$ cat config.mk
export PLATFORM = sky130hd
export DESIGN_NAME = tga_image_stream_decoder_flat
export DESIGN_NICKNAME = d
export VERILOG_FILES = /design/src/tgad_pkg.sv /design/src/tgad_byte_if.sv /design/src/tgad_run_if.sv /design/src/tga_image_stream_decoder.sv /design/src/flat_wrapper.sv
export SDC_FILE = /design/constraint.sdc
export NUM_CORES = 2
export LEC_CHECK = 0
export BUFFER_PORTS_ARGS = -buffer_cell sky130_fd_sc_hd__buf_4
export CELL_PAD_IN_SITES_DETAIL_PLACEMENT = 1
export CELL_PAD_IN_SITES_GLOBAL_PLACEMENT = 1
export CORE_ASPECT_RATIO = 0.7
export CORE_UTILIZATION = 50
export DETAILED_ROUTE_END_ITERATION = 8
export GPL_TIMING_DRIVEN = 1
export MAX_ROUTING_LAYER = met4
export PLACE_DENSITY = 0.86
export SLEW_MARGIN = 10
export SYNTH_ARGS = -nofsm -noshare
export SYNTH_HDL_FRONTEND = slang
export SYNTH_SLANG_ARGS = --single-unit
$ cat constraint.sdc
create_clock -name clk -period 9.95 [get_ports clk]
set_input_delay 0.995 -clock clk [delete_from_list [all_inputs] [get_ports clk]]
set_output_delay 0.995 -clock clk [all_outputs]
set_load 0.005 [all_outputs]
$ cat src/tgad_pkg.sv
// ----------------------------------------------------------------------------
// tgad_pkg
// shared types and constants of the tga image stream decoder
// ----------------------------------------------------------------------------
package tgad_pkg;

	// result status codes
	typedef enum logic [2:0] {
		ST_RUN      = 3'd0,
		ST_BAD_TYPE = 3'd1,
		ST_COLORMAP = 3'd2,
		ST_BAD_SIZE = 3'd3,
		ST_TRUNC    = 3'd4,
		ST_EMPTY    = 3'd5
	} status_t;

	// header byte offsets
	localparam logic [4:0] HDR_ID_LEN    = 5'd0;
	localparam logic [4:0] HDR_CMAP_TYPE = 5'd1;
	localparam logic [4:0] HDR_IMG_TYPE  = 5'd2;
	localparam logic [4:0] HDR_WIDTH_LO  = 5'd12;
	localparam logic [4:0] HDR_WIDTH_HI  = 5'd13;
	localparam logic [4:0] HDR_HEIGHT_LO = 5'd14;
	localparam logic [4:0] HDR_HEIGHT_HI = 5'd15;
	localparam logic [4:0] HDR_BPP       = 5'd16;
	localparam logic [4:0] HDR_ATTR      = 5'd17;
	localparam logic [4:0] HDR_LEN       = 5'd18;

	// image types
	localparam logic [7:0] IMG_TRUECOLOR = 8'd2;
	localparam logic [7:0] IMG_GRAY      = 8'd3;
	localparam logic [7:0] IMG_RLE       = 8'd10;

	// pixel sizes
	localparam logic [7:0] BPP_GRAY = 8'd8;
	localparam logic [7:0] BPP_RGB  = 8'd24;
	localparam logic [7:0] BPP_RGBA = 8'd32;

	// attribute bit for top-down row order
	localparam int ATTR_TOP_DOWN = 5;

	localparam logic [7:0] ALPHA_OPAQUE = 8'hff;

	// one result beat
	typedef struct packed {
		status_t     status;
		logic [7:0]  red;
		logic [7:0]  green;
		logic [7:0]  blue;
		logic [7:0]  alpha;
		logic [15:0] dest_row;
		logic [15:0] start_column;
		logic [7:0]  run_count;
		logic        rows_ascend;
		logic        last;
	} run_t;

endpackage

$ cat src/tgad_byte_if.sv
// ----------------------------------------------------------------------------
// tgad_byte_if
// file byte channel: one byte of the tga file per beat
// ----------------------------------------------------------------------------
interface tgad_byte_if;
	logic       valid;
	logic       ready;
	logic [7:0] data_byte;
	logic       file_start;
	logic       file_end;

	modport source (output valid, output data_byte, output file_start, output file_end,
		input ready);
	modport sink (input valid, input data_byte, input file_start, input file_end,
		output ready);
endinterface

$ cat src/tgad_run_if.sv
// ----------------------------------------------------------------------------
// tgad_run_if
// result channel: one rgba pixel run or one error status per beat
// ----------------------------------------------------------------------------
interface tgad_run_if;
	logic        valid;
	logic        ready;
	logic [2:0]  status;
	logic [7:0]  red;
	logic [7:0]  green;
	logic [7:0]  blue;
	logic [7:0]  alpha;
	logic [15:0] dest_row;
	logic [15:0] start_column;
	logic [7:0]  run_count;
	logic        rows_ascend;
	logic        last;

	modport source (output valid, output status, output red, output green, output blue,
		output alpha, output dest_row, output start_column, output run_count,
		output rows_ascend, output last, input ready);
	modport sink (input valid, input status, input red, input green, input blue,
		input alpha, input dest_row, input start_column, input run_count,
		input rows_ascend, input last, output ready);
endinterface

$ cat src/tga_image_stream_decoder.sv
// ----------------------------------------------------------------------------
// tga_image_stream_decoder
// streaming tga parser: header, image id skip, raw and run-length pixels
// ----------------------------------------------------------------------------
// The decoder takes one byte of a tga file per beat and normally accepts a
// byte on every clock: each byte updates the parse registers through one
// level of logic and, when it completes a pixel, writes a result beat into a
// two-entry output stage (output register plus skid register), so a result
// left waiting on the result channel does not hold up the byte channel until
// both entries are full. Types 2, 3 and 10 with 8 (gray only), 24 or 32 bit
// pixels are decoded. A pixel run that ends two or more rows past its start
// (only run packets on images narrower than 128 pixels) moves the row and
// column through a radix-4 divider, and the byte channel is held not ready
// while the divider runs. A file starts on a beat with file_start set; after
// the last pixel, after an error, and after reset the decoder drops bytes
// until the next file_start. Header faults, an empty image and a file that
// ends early give one error beat with last set. The pixel count w*h is formed
// by one 16x16 multiply on the bits-per-pixel header byte.
// ----------------------------------------------------------------------------
module tga_image_stream_decoder (
	input  logic        clk,
	input  logic        arst_n,
	tgad_byte_if.sink   bytes,
	tgad_run_if.source  runs
);

	// parse state
	logic [4:0]  hdr_idx_q, n_hdr_idx;
	logic [7:0]  id_skip_q, n_id_skip;
	logic [7:0]  kind_q, n_kind;
	logic [7:0]  cmap_q, n_cmap;
	logic [7:0]  bpp_q, n_bpp;
	logic        flip_q, n_flip;
	logic [15:0] width_q, n_width;
	logic [15:0] height_q, n_height;
	logic [15:0] row_q, n_row;
	logic [15:0] col_q, n_col;
	logic [1:0]  pix_idx_q, n_pix_idx;
	logic [23:0] color_q, n_color;
	logic [7:0]  pkt_left_q, n_pkt_left;
	logic        pkt_run_q, n_pkt_run;
	logic        finished_q, n_finished;
	logic [31:0] pix_left_q, n_pix_left;

	// row wrap divider
	logic        div_busy_q, n_div_busy;
	logic [16:0] div_rem_q, n_div_rem;
	logic [22:0] div_dvs_q, n_div_dvs;
	logic [7:0]  div_quo_q, n_div_quo;
	logic [1:0]  div_cnt_q, n_div_cnt;
	logic        div_ge1, div_ge0;
	logic [16:0] div_r1, div_r0;
	logic [22:0] div_d0;

	// output stage
	logic             out_valid_q, skid_valid_q;
	tgad_pkg::run_t   out_q, skid_q;
	tgad_pkg::run_t   res;
	logic             res_valid;

	// per-byte helpers
	logic             in_fire;
	logic [7:0]       data;
	logic [2:0]       bytes_pp;
	logic [2:0]       idx_inc;
	logic [23:0]      color_v;
	logic [7:0]       cnt;
	logic [16:0]      total, over, width17;
	tgad_pkg::status_t fault;

	function automatic tgad_pkg::run_t error_beat(tgad_pkg::status_t code);
		tgad_pkg::run_t r;
		r        = '0;
		r.status = code;
		r.last   = 1'b1;
		return r;
	endfunction

	function automatic tgad_pkg::status_t hdr_fault(logic [7:0] kind, logic [7:0] cmap,
		logic [7:0] bpp, logic [15:0] w, logic [15:0] h);
		tgad_pkg::status_t s;
		s = tgad_pkg::ST_RUN;
		if (kind != tgad_pkg::IMG_TRUECOLOR && kind != tgad_pkg::IMG_GRAY &&
			kind != tgad_pkg::IMG_RLE) begin
			s = tgad_pkg::ST_BAD_TYPE;
		end else if (cmap != 8'd0) begin
			s = tgad_pkg::ST_COLORMAP;
		end else if (bpp != tgad_pkg::BPP_RGB && bpp != tgad_pkg::BPP_RGBA &&
			!(kind == tgad_pkg::IMG_GRAY && bpp == tgad_pkg::BPP_GRAY)) begin
			s = tgad_pkg::ST_BAD_SIZE;
		end else if (w == 16'd0 || h == 16'd0) begin
			s = tgad_pkg::ST_EMPTY;
		end
		return s;
	endfunction

	// byte channel is held while a skid entry waits or the divider runs
	assign bytes.ready = !skid_valid_q && !div_busy_q;
	assign in_fire     = bytes.valid && bytes.ready;
	assign data        = bytes.data_byte;

	// bytes per pixel, valid once the header has passed its checks
	assign bytes_pp = bpp_q[5:3];
	assign width17  = {1'b0, width_q};
	assign fault    = hdr_fault(kind_q, cmap_q, bpp_q, width_q, height_q);

	// two restoring divide steps per cycle
	assign div_ge1 = {6'd0, div_rem_q} >= div_dvs_q;
	assign div_r1  = div_ge1 ? 17'(div_rem_q - div_dvs_q[16:0]) : div_rem_q;
	assign div_d0  = div_dvs_q >> 1;
	assign div_ge0 = {6'd0, div_r1} >= div_d0;
	assign div_r0  = div_ge0 ? 17'(div_r1 - div_d0[16:0]) : div_r1;

	always_comb begin
		n_hdr_idx  = hdr_idx_q;
		n_id_skip  = id_skip_q;
		n_kind     = kind_q;
		n_cmap     = cmap_q;
		n_bpp      = bpp_q;
		n_flip     = flip_q;
		n_width    = width_q;
		n_height   = height_q;
		n_row      = row_q;
		n_col      = col_q;
		n_pix_idx  = pix_idx_q;
		n_color    = color_q;
		n_pkt_left = pkt_left_q;
		n_pkt_run  = pkt_run_q;
		n_finished = finished_q;
		n_pix_left = pix_left_q;
		n_div_busy = div_busy_q;
		n_div_rem  = div_rem_q;
		n_div_dvs  = div_dvs_q;
		n_div_quo  = div_quo_q;
		n_div_cnt  = div_cnt_q;
		res        = '0;
		res_valid  = 1'b0;
		color_v    = color_q;
		idx_inc    = {1'b0, pix_idx_q} + 3'd1;
		cnt        = 8'd1;
		total      = '0;
		over       = '0;

		// row wrap in progress: quotient goes to the row, remainder to the column
		if (div_busy_q) begin
			n_div_rem = div_r0;
			n_div_dvs = div_dvs_q >> 2;
			n_div_quo = {div_quo_q[5:0], div_ge1, div_ge0};
			n_div_cnt = 2'(div_cnt_q + 2'd1);
			if (div_cnt_q == 2'd3) begin
				n_div_busy = 1'b0;
				n_row      = 16'(row_q + {8'd0, n_div_quo});
				n_col      = div_r0[15:0];
			end
		end

		if (in_fire) begin
			if (bytes.file_start) begin
				n_hdr_idx  = '0;
				n_id_skip  = '0;
				n_kind     = '0;
				n_cmap     = '0;
				n_bpp      = '0;
				n_flip     = 1'b0;
				n_width    = '0;
				n_height   = '0;
				n_row      = '0;
				n_col      = '0;
				n_pix_idx  = '0;
				n_color    = '0;
				n_pkt_left = '0;
				n_pkt_run  = 1'b0;
				n_pix_left = '0;
				n_finished = 1'b0;
			end

			if (!n_finished) begin
				if (n_hdr_idx < tgad_pkg::HDR_LEN) begin
					// header bytes
					case (n_hdr_idx)
						tgad_pkg::HDR_ID_LEN:    n_id_skip = data;
						tgad_pkg::HDR_CMAP_TYPE: n_cmap = data;
						tgad_pkg::HDR_IMG_TYPE:  n_kind = data;
						tgad_pkg::HDR_WIDTH_LO:  n_width = {width_q[15:8], data};
						tgad_pkg::HDR_WIDTH_HI:  n_width = {data, width_q[7:0]};
						tgad_pkg::HDR_HEIGHT_LO: n_height = {height_q[15:8], data};
						tgad_pkg::HDR_HEIGHT_HI: n_height = {data, height_q[7:0]};
						tgad_pkg::HDR_BPP: begin
							n_bpp      = data;
							n_pix_left = width_q * height_q;
						end
						tgad_pkg::HDR_ATTR:      n_flip = data[tgad_pkg::ATTR_TOP_DOWN];
						default: ;
					endcase
					if (n_hdr_idx == tgad_pkg::HDR_ATTR &&
						fault != tgad_pkg::ST_RUN) begin
						res        = error_beat(fault);
						res_valid  = 1'b1;
						n_finished = 1'b1;
					end else if (bytes.file_end) begin
						res        = error_beat(tgad_pkg::ST_TRUNC);
						res_valid  = 1'b1;
						n_finished = 1'b1;
					end
					n_hdr_idx = 5'(n_hdr_idx + 5'd1);
				end else if (id_skip_q != 8'd0) begin
					// image id field
					n_id_skip = 8'(id_skip_q - 8'd1);
					if (bytes.file_end) begin
						res        = error_beat(tgad_pkg::ST_TRUNC);
						res_valid  = 1'b1;
						n_finished = 1'b1;
					end
				end else if (kind_q == tgad_pkg::IMG_RLE && pkt_left_q == 8'd0) begin
					// packet header
					n_pkt_run  = data[7];
					n_pkt_left = {1'b0, data[6:0]} + 8'd1;
					if (bytes.file_end) begin
						res        = error_beat(tgad_pkg::ST_TRUNC);
						res_valid  = 1'b1;
						n_finished = 1'b1;
					end
				end else begin
					// pixel bytes, stored b,g,r and alpha taken from the fourth
					if (pix_idx_q == 2'd0) begin
						color_v = '0;
					end
					case (pix_idx_q)
						2'd0:    color_v[7:0]   = data;
						2'd1:    color_v[15:8]  = data;
						2'd2:    color_v[23:16] = data;
						default: ;
					endcase
					n_color = color_v;

					if (idx_inc < bytes_pp) begin
						n_pix_idx = idx_inc[1:0];
						if (bytes.file_end) begin
							res        = error_beat(tgad_pkg::ST_TRUNC);
							res_valid  = 1'b1;
							n_finished = 1'b1;
						end
					end else begin
						n_pix_idx = 2'd0;

						if (kind_q == tgad_pkg::IMG_RLE) begin
							if (pkt_run_q) begin
								cnt        = pkt_left_q;
								n_pkt_left = 8'd0;
							end else begin
								n_pkt_left = 8'(pkt_left_q - 8'd1);
							end
						end
						// clip at the image end
						if ({24'd0, cnt} > pix_left_q) begin
							cnt = pix_left_q[7:0];
						end

						res.status = tgad_pkg::ST_RUN;
						if (bytes_pp == 3'd1) begin
							res.red   = data;
							res.green = data;
							res.blue  = data;
						end else begin
							res.red   = color_v[23:16];
							res.green = color_v[15:8];
							res.blue  = color_v[7:0];
						end
						res.alpha        = (bytes_pp == 3'd4) ? data : tgad_pkg::ALPHA_OPAQUE;
						res.dest_row     = flip_q ? row_q : 16'(height_q - 16'd1 - row_q);
						res.start_column = col_q;
						res.run_count    = cnt;
						res.rows_ascend  = flip_q;
						res.last         = 1'b0;
						res_valid        = 1'b1;

						n_pix_left = 32'(pix_left_q - {24'd0, cnt});
						total      = {1'b0, col_q} + {9'd0, cnt};
						over       = 17'(total - width17);

						if (n_pix_left == 32'd0) begin
							res.last   = 1'b1;
							n_finished = 1'b1;
						end else if (bytes.file_end) begin
							res        = error_beat(tgad_pkg::ST_TRUNC);
							n_finished = 1'b1;
						end else if (total < width17) begin
							n_col = total[15:0];
						end else if (over < width17) begin
							n_row = 16'(row_q + 16'd1);
							n_col = over[15:0];
						end else begin
							// run ends two or more rows on
							n_div_busy = 1'b1;
							n_div_rem  = total;
							n_div_dvs  = {width_q, 7'd0};
							n_div_quo  = '0;
							n_div_cnt  = '0;
						end
					end
				end
			end
		end
	end

	always_ff @(posedge clk or negedge arst_n) begin
		if (!arst_n) begin
			hdr_idx_q  <= '0;
			id_skip_q  <= '0;
			kind_q     <= '0;
			cmap_q     <= '0;
			bpp_q      <= '0;
			flip_q     <= 1'b0;
			width_q    <= '0;
			height_q   <= '0;
			row_q      <= '0;
			col_q      <= '0;
			pix_idx_q  <= '0;
			color_q    <= '0;
			pkt_left_q <= '0;
			pkt_run_q  <= 1'b0;
			finished_q <= 1'b1;
			pix_left_q <= '0;
			div_busy_q <= 1'b0;
			div_cnt_q  <= '0;
		end else begin
			hdr_idx_q  <= n_hdr_idx;
			id_skip_q  <= n_id_skip;
			kind_q     <= n_kind;
			cmap_q     <= n_cmap;
			bpp_q      <= n_bpp;
			flip_q     <= n_flip;
			width_q    <= n_width;
			height_q   <= n_height;
			row_q      <= n_row;
			col_q      <= n_col;
			pix_idx_q  <= n_pix_idx;
			color_q    <= n_color;
			pkt_left_q <= n_pkt_left;
			pkt_run_q  <= n_pkt_run;
			finished_q <= n_finished;
			pix_left_q <= n_pix_left;
			div_busy_q <= n_div_busy;
			div_cnt_q  <= n_div_cnt;
		end
	end

	// divider datapath
	always_ff @(posedge clk) begin
		div_rem_q <= n_div_rem;
		div_dvs_q <= n_div_dvs;
		div_quo_q <= n_div_quo;
	end

	// output register with skid entry
	always_ff @(posedge clk or negedge arst_n) begin
		if (!arst_n) begin
			out_valid_q  <= 1'b0;
			skid_valid_q <= 1'b0;
		end else if (!out_valid_q || runs.ready) begin
			if (skid_valid_q) begin
				out_valid_q  <= 1'b1;
				skid_valid_q <= 1'b0;
			end else begin
				out_valid_q <= res_valid;
			end
		end else if (res_valid) begin
			skid_valid_q <= 1'b1;
		end
	end

	always_ff @(posedge clk) begin
		if (!out_valid_q || runs.ready) begin
			out_q <= skid_valid_q ? skid_q : res;
		end else if (res_valid) begin
			skid_q <= res;
		end
	end

	assign runs.valid        = out_valid_q;
	assign runs.status       = out_q.status;
	assign runs.red          = out_q.red;
	assign runs.green        = out_q.green;
	assign runs.blue         = out_q.blue;
	assign runs.alpha        = out_q.alpha;
	assign runs.dest_row     = out_q.dest_row;
	assign runs.start_column = out_q.start_column;
	assign runs.run_count    = out_q.run_count;
	assign runs.rows_ascend  = out_q.rows_ascend;
	assign runs.last         = out_q.last;

`ifndef SYNTHESIS
	// a waiting skid entry always sits behind a full output register
	assert property (@(posedge clk) disable iff (!arst_n)
		skid_valid_q |-> out_valid_q)
		else $error("skid entry without output entry");

	// no byte is taken while the row wrap divider runs
	assert property (@(posedge clk) disable iff (!arst_n)
		div_busy_q |-> !bytes.ready)
		else $error("byte accepted during row wrap");

	// every error beat closes the file
	assert property (@(posedge clk) disable iff (!arst_n)
		out_valid_q && out_q.status != tgad_pkg::ST_RUN |-> out_q.last)
		else $error("error beat without last");

	// column stays inside the image while pixels are being decoded
	assert property (@(posedge clk) disable iff (!arst_n)
		!finished_q && hdr_idx_q == tgad_pkg::HDR_LEN |-> col_q < width_q)
		else $error("column past image width");

	// an open file past its header always has pixels left to come
	assert property (@(posedge clk) disable iff (!arst_n)
		!finished_q && hdr_idx_q == tgad_pkg::HDR_LEN |-> pix_left_q != 32'd0)
		else $error("pixel count exhausted on open file");

	// the divider goes idle once its step count reaches three
	assert property (@(posedge clk) disable iff (!arst_n)
		div_busy_q && div_cnt_q == 2'd3 |=> !div_busy_q)
		else $error("row wrap overran");
`endif

endmodule
$ cat src/flat_wrapper.sv
// flat-port wrapper written by rule: the top's interface ports become plain ports
module tga_image_stream_decoder_flat 
  (clk, arst_n, bytes_valid, bytes_data_byte, bytes_file_start, bytes_file_end, bytes_ready, runs_valid, runs_status, runs_red, runs_green, runs_blue, runs_alpha, runs_dest_row, runs_start_column, runs_run_count, runs_rows_ascend, runs_last, runs_ready);
  tgad_byte_if bytes_i ();
  tgad_run_if runs_i ();
  input  logic clk;
  input  logic arst_n;
  input wire logic [$bits(bytes_i.valid)-1:0] bytes_valid;
  input wire logic [$bits(bytes_i.data_byte)-1:0] bytes_data_byte;
  input wire logic [$bits(bytes_i.file_start)-1:0] bytes_file_start;
  input wire logic [$bits(bytes_i.file_end)-1:0] bytes_file_end;
  output wire logic [$bits(bytes_i.ready)-1:0] bytes_ready;
  output wire logic [$bits(runs_i.valid)-1:0] runs_valid;
  output wire logic [$bits(runs_i.status)-1:0] runs_status;
  output wire logic [$bits(runs_i.red)-1:0] runs_red;
  output wire logic [$bits(runs_i.green)-1:0] runs_green;
  output wire logic [$bits(runs_i.blue)-1:0] runs_blue;
  output wire logic [$bits(runs_i.alpha)-1:0] runs_alpha;
  output wire logic [$bits(runs_i.dest_row)-1:0] runs_dest_row;
  output wire logic [$bits(runs_i.start_column)-1:0] runs_start_column;
  output wire logic [$bits(runs_i.run_count)-1:0] runs_run_count;
  output wire logic [$bits(runs_i.rows_ascend)-1:0] runs_rows_ascend;
  output wire logic [$bits(runs_i.last)-1:0] runs_last;
  input wire logic [$bits(runs_i.ready)-1:0] runs_ready;
  assign bytes_i.valid = bytes_valid;
  assign bytes_i.data_byte = bytes_data_byte;
  assign bytes_i.file_start = bytes_file_start;
  assign bytes_i.file_end = bytes_file_end;
  assign bytes_ready = bytes_i.ready;
  assign runs_valid = runs_i.valid;
  assign runs_status = runs_i.status;
  assign runs_red = runs_i.red;
  assign runs_green = runs_i.green;
  assign runs_blue = runs_i.blue;
  assign runs_alpha = runs_i.alpha;
  assign runs_dest_row = runs_i.dest_row;
  assign runs_start_column = runs_i.start_column;
  assign runs_run_count = runs_i.run_count;
  assign runs_rows_ascend = runs_i.rows_ascend;
  assign runs_last = runs_i.last;
  assign runs_i.ready = runs_ready;
  tga_image_stream_decoder u_core (.clk(clk), .arst_n(arst_n), .bytes(bytes_i), .runs(runs_i));
endmodule
==> key figures <==
Clock network
  • CTS root buf: clkbuf_16
  • TritonCTS clock tree: built
  • H-tree levels: 2
  • Reg clk slew, reported paths: around 60 ps
  • # hold bufs at CTS: 0
  • Worst skew pair latency: 590 ps
  • Total CTS buffers: 39
  • Clock Path Buffers: 3
  • Clock sink total: approximately 380

Critical path
  • Crit end category: register
  • Max incr delay on CP: ~530 ps
  • Crit path launch type: register
  • WS Path Type: register to register
  • Worst-path maximum fanout: 17
  • Slowest-stage cell, CP: o221a_2
  • WP data arrival: 9910 ps
  • Required @ worst endpoint: approximately 10000 ps

STA
  • Max Freq: 106 MHz
  • Pins Over Slew Limit: 0
  • Final hold violation count: 0
  • Setup tns final: 0 ps
  • Setup WS post-layout: slightly above 500 ps
  • Final worst path period need: 9440 ps
  • Unrepaired setup endpoints after global routing: no
  • Setup violators final: 0
  • Final hold slack: around 370 ps
  • Final period util: between 90% and 100%
  • Max-slew headroom: 20.5%
  • Least-Margin Pin Slew: 1190 ps
  • Setup Skew: ~35 ps

Finish
  • Layout Utilization: between 50% and 60%
  • Share of layout cells above drive strength 1: 8.38%
  • Layout Area Growth over Synthesis: 8.48%
  • Final #Nets: 3960

Synthesis
  • Syn avg cell area: 9.06 µm²
  • Synth area leaders: edfxtp_1 15%, dfrtp_1 14%, fa_1 13%, ha_1 9.2%, nand2_1 4.6%
  • Unique masters post-synth: 97
  • Yosys top cell area share: 14.5%
  • Synth top cells by count: 388 x nand2_1, 341 x inv_1, 268 x nor2_1
  • Sequential-to-total area share from yosys stat: 31.2%
  • Post-synthesis async set-or-reset flop share: 46.7%
  • Post-synthesis register bit count: 375
  • Synth area leader: edfxtp_1
  • Synthesis Warnings: 0
  • Syn nets: 3964
  • Post-synth EDFFs: 154
  • Post-Syn Area: 31800 µm²
  • Top-count cell post-synth: nand2_1
  • Post-synth top flop: dfrtp_1
  • Mapped Cells: between 3000 and 4000

Outcome
  • Run status: finished, final reports clean

Drt
  • Post-route ant nets: 0
  • First-pass DRT Iterations: 6
  • DRT iter0 DRCs: 2844
  • DR vias/cell: 6.38
  • Routed WL: ~110000 µm
  • Wirelength per Cell: 25.6 µm
  • DR vias: 27818
  • DRC: 0

Placed design
  • Pre-CTS WS: 494 ps
  • Gpl congestion: 1.00
  • Dpl hpwl: about 84000 µm
  • Buffers added on ports: 92

Global route
  • Largest net degree at the start of global routing: 80
  • Total track usage: roughly 36%
  • Vias in the first global route: ~29000
  • First-pass GRT wire length: 173000 µm
  • Initial antenna violation count: 2
  • Total gr overflow: 0

Power and ir drop
  • Switching Power: 2.94 mW
  • Max VDD drop: 0.255 mV
  • Switching part of the total power: 43.1%
  • Pwr dens: about 200 nW/µm²
  • Comb pwr share: ~47%
  • Leak: 16.3 nW
  • Internal: roughly 3.9 mW
  • Seq pwr share: between 30% and 40%
  • Clock power frac: 22.6%

Floorplan
  • Die ar.: ~65000 µm²
  • Cell row count: between 70 and 80
  • Die Span X: 304 µm
  • IO Pins: 93
  • Core area: slightly above 60000 µm²
  • Initial core utilization: roughly half
  • Die height: 213 µm

Job
  • Max-cap viol count: 0

Worst hold path
  • Hold Path Class: input pin to async pin
timing repair:
| action | in CTS | in global routing |
|---|---|---|
| setup buffers | 0 | 0 |
| resized for setup | 0 | 3 |
| setup endpoints to repair | 0 | 66 |
sequential cells by signal (all words and copies together), names as in the netlist, 16 cells and up:
name / flops
u_core.col_q: 16
u_core.pix_left_q: 32
u_core.width_q: 16
u_core.div_rem_q: 17
u_core.color_q: 24
u_core.height_q: 16
u_core.row_q: 16
u_core.runs.start_column: 16
u_core.skid_q: 77
u_core.runs.dest_row: 16
u_core.div_dvs_q: 23
layout by cell type, fill, tap and decap left out, types with 28 or more instances in the layout:
master / instances
nor3_1: 68
nand4_1: 30
xor2_1: 39
ha_1: 233
clkbuf_16: 39
nand3_1: 64
fa_1: 201
a21oi_1: 168
a21o_1: 127
o21ai_0: 195
edfxtp_1: 154
nor2_1: 266
inv_1: 341
mux2i_1: 65
nand2_1: 387
xnor2_1: 79
a22o_1: 58
and2_1: 112
nand2b_1: 30
dfrtp_1: 172
buf_4: 151
dfxtp_1: 46
and3_1: 28
routing by layer:
layer / track usage [%] / routed length, µm / vias to the layer above / part of all wire (%)
li1: - / - / 12175 / -
met1: 50.0 / 49300 / 14075 / 44
met2: 52.6 / 47900 / 1336 / 43
met3: 7.21 / 11200 / 232 / 10
met4: 10.1 / 3340 / 0 / 3.0
met5: - / 0 / - / 0
area by class of cell:
type	instances	area, µm²
fill	7178	27600
multi-input combinational	2601	19900
sequential	375	9930
inverter	343	1290
timing repair buffer	152	1140
clock buffer	56	1090
tap	819	1020
clock inverter	16	198
antenna	1	2.50
kinds of logic after synthesis:
logic type / after synthesis / synth area share (%)
buf+inv: 540 / 6.57
flops: 375 / 31.2
xor+xnor: 119 / 3.30
simple gates: 1147 / 17.3
compound gates: 810 / 16.9
fa+ha+maj: 434 / 21.8
mux: 91 / 2.96
worst paths after layout:
check,cells after the start,slack (ps),startpoint,endpoint
worst max-delay path,35,510,u_core.kind_q[6],u_core.row_q[13]
worst min-delay path,1,370,arst_n,u_core.id_skip_q[3]
worst max register to register,35,510,u_core.kind_q[6],u_core.row_q[13]
worst min register to register,1,500,u_core.color_q[10],u_core.color_q[10]
max in group asynchronous,2,8140,arst_n,u_core.div_busy_q
min in group clk,1,500,u_core.color_q[10],u_core.color_q[10]
critical path, delay by kind of cell, from the launching register on:
family	cells	cell delay [ps]
multiplexers	1	400
AND/OR/NAND/NOR	7	1710
AO/OA/AOI/OAI	20	4930
XOR/XNOR	2	670
flip-flops	1	390
adder cells (fa/ha/maj)	4	1130
buffers and inverters	1	100
power groups by stage:
stage                     clock network [mW]  logic (mW)  registers (mW)
after CTS                               1.55        3.09            2.09
after detailed placement                   0        3.05            2.12
after floorplan                            0        2.12            2.05
after global routing                    1.60        3.41            2.12
after global placement                     0        2.96            2.10
final                                   1.54        3.18            2.10
per-stage QoR:
step / instance area (µm²) / cells / total power, mW
final: 34500 / 4363 / 6.82
after floorplan: 31800 / 3516 / 4.17
after global placement: 33200 / 4290 / 5.06
after CTS: 34500 / 4362 / 6.73
after global routing: 34500 / 4363 / 7.13
after detailed placement: 33200 / 4290 / 5.17
Power figures use the tool's default switching activity.
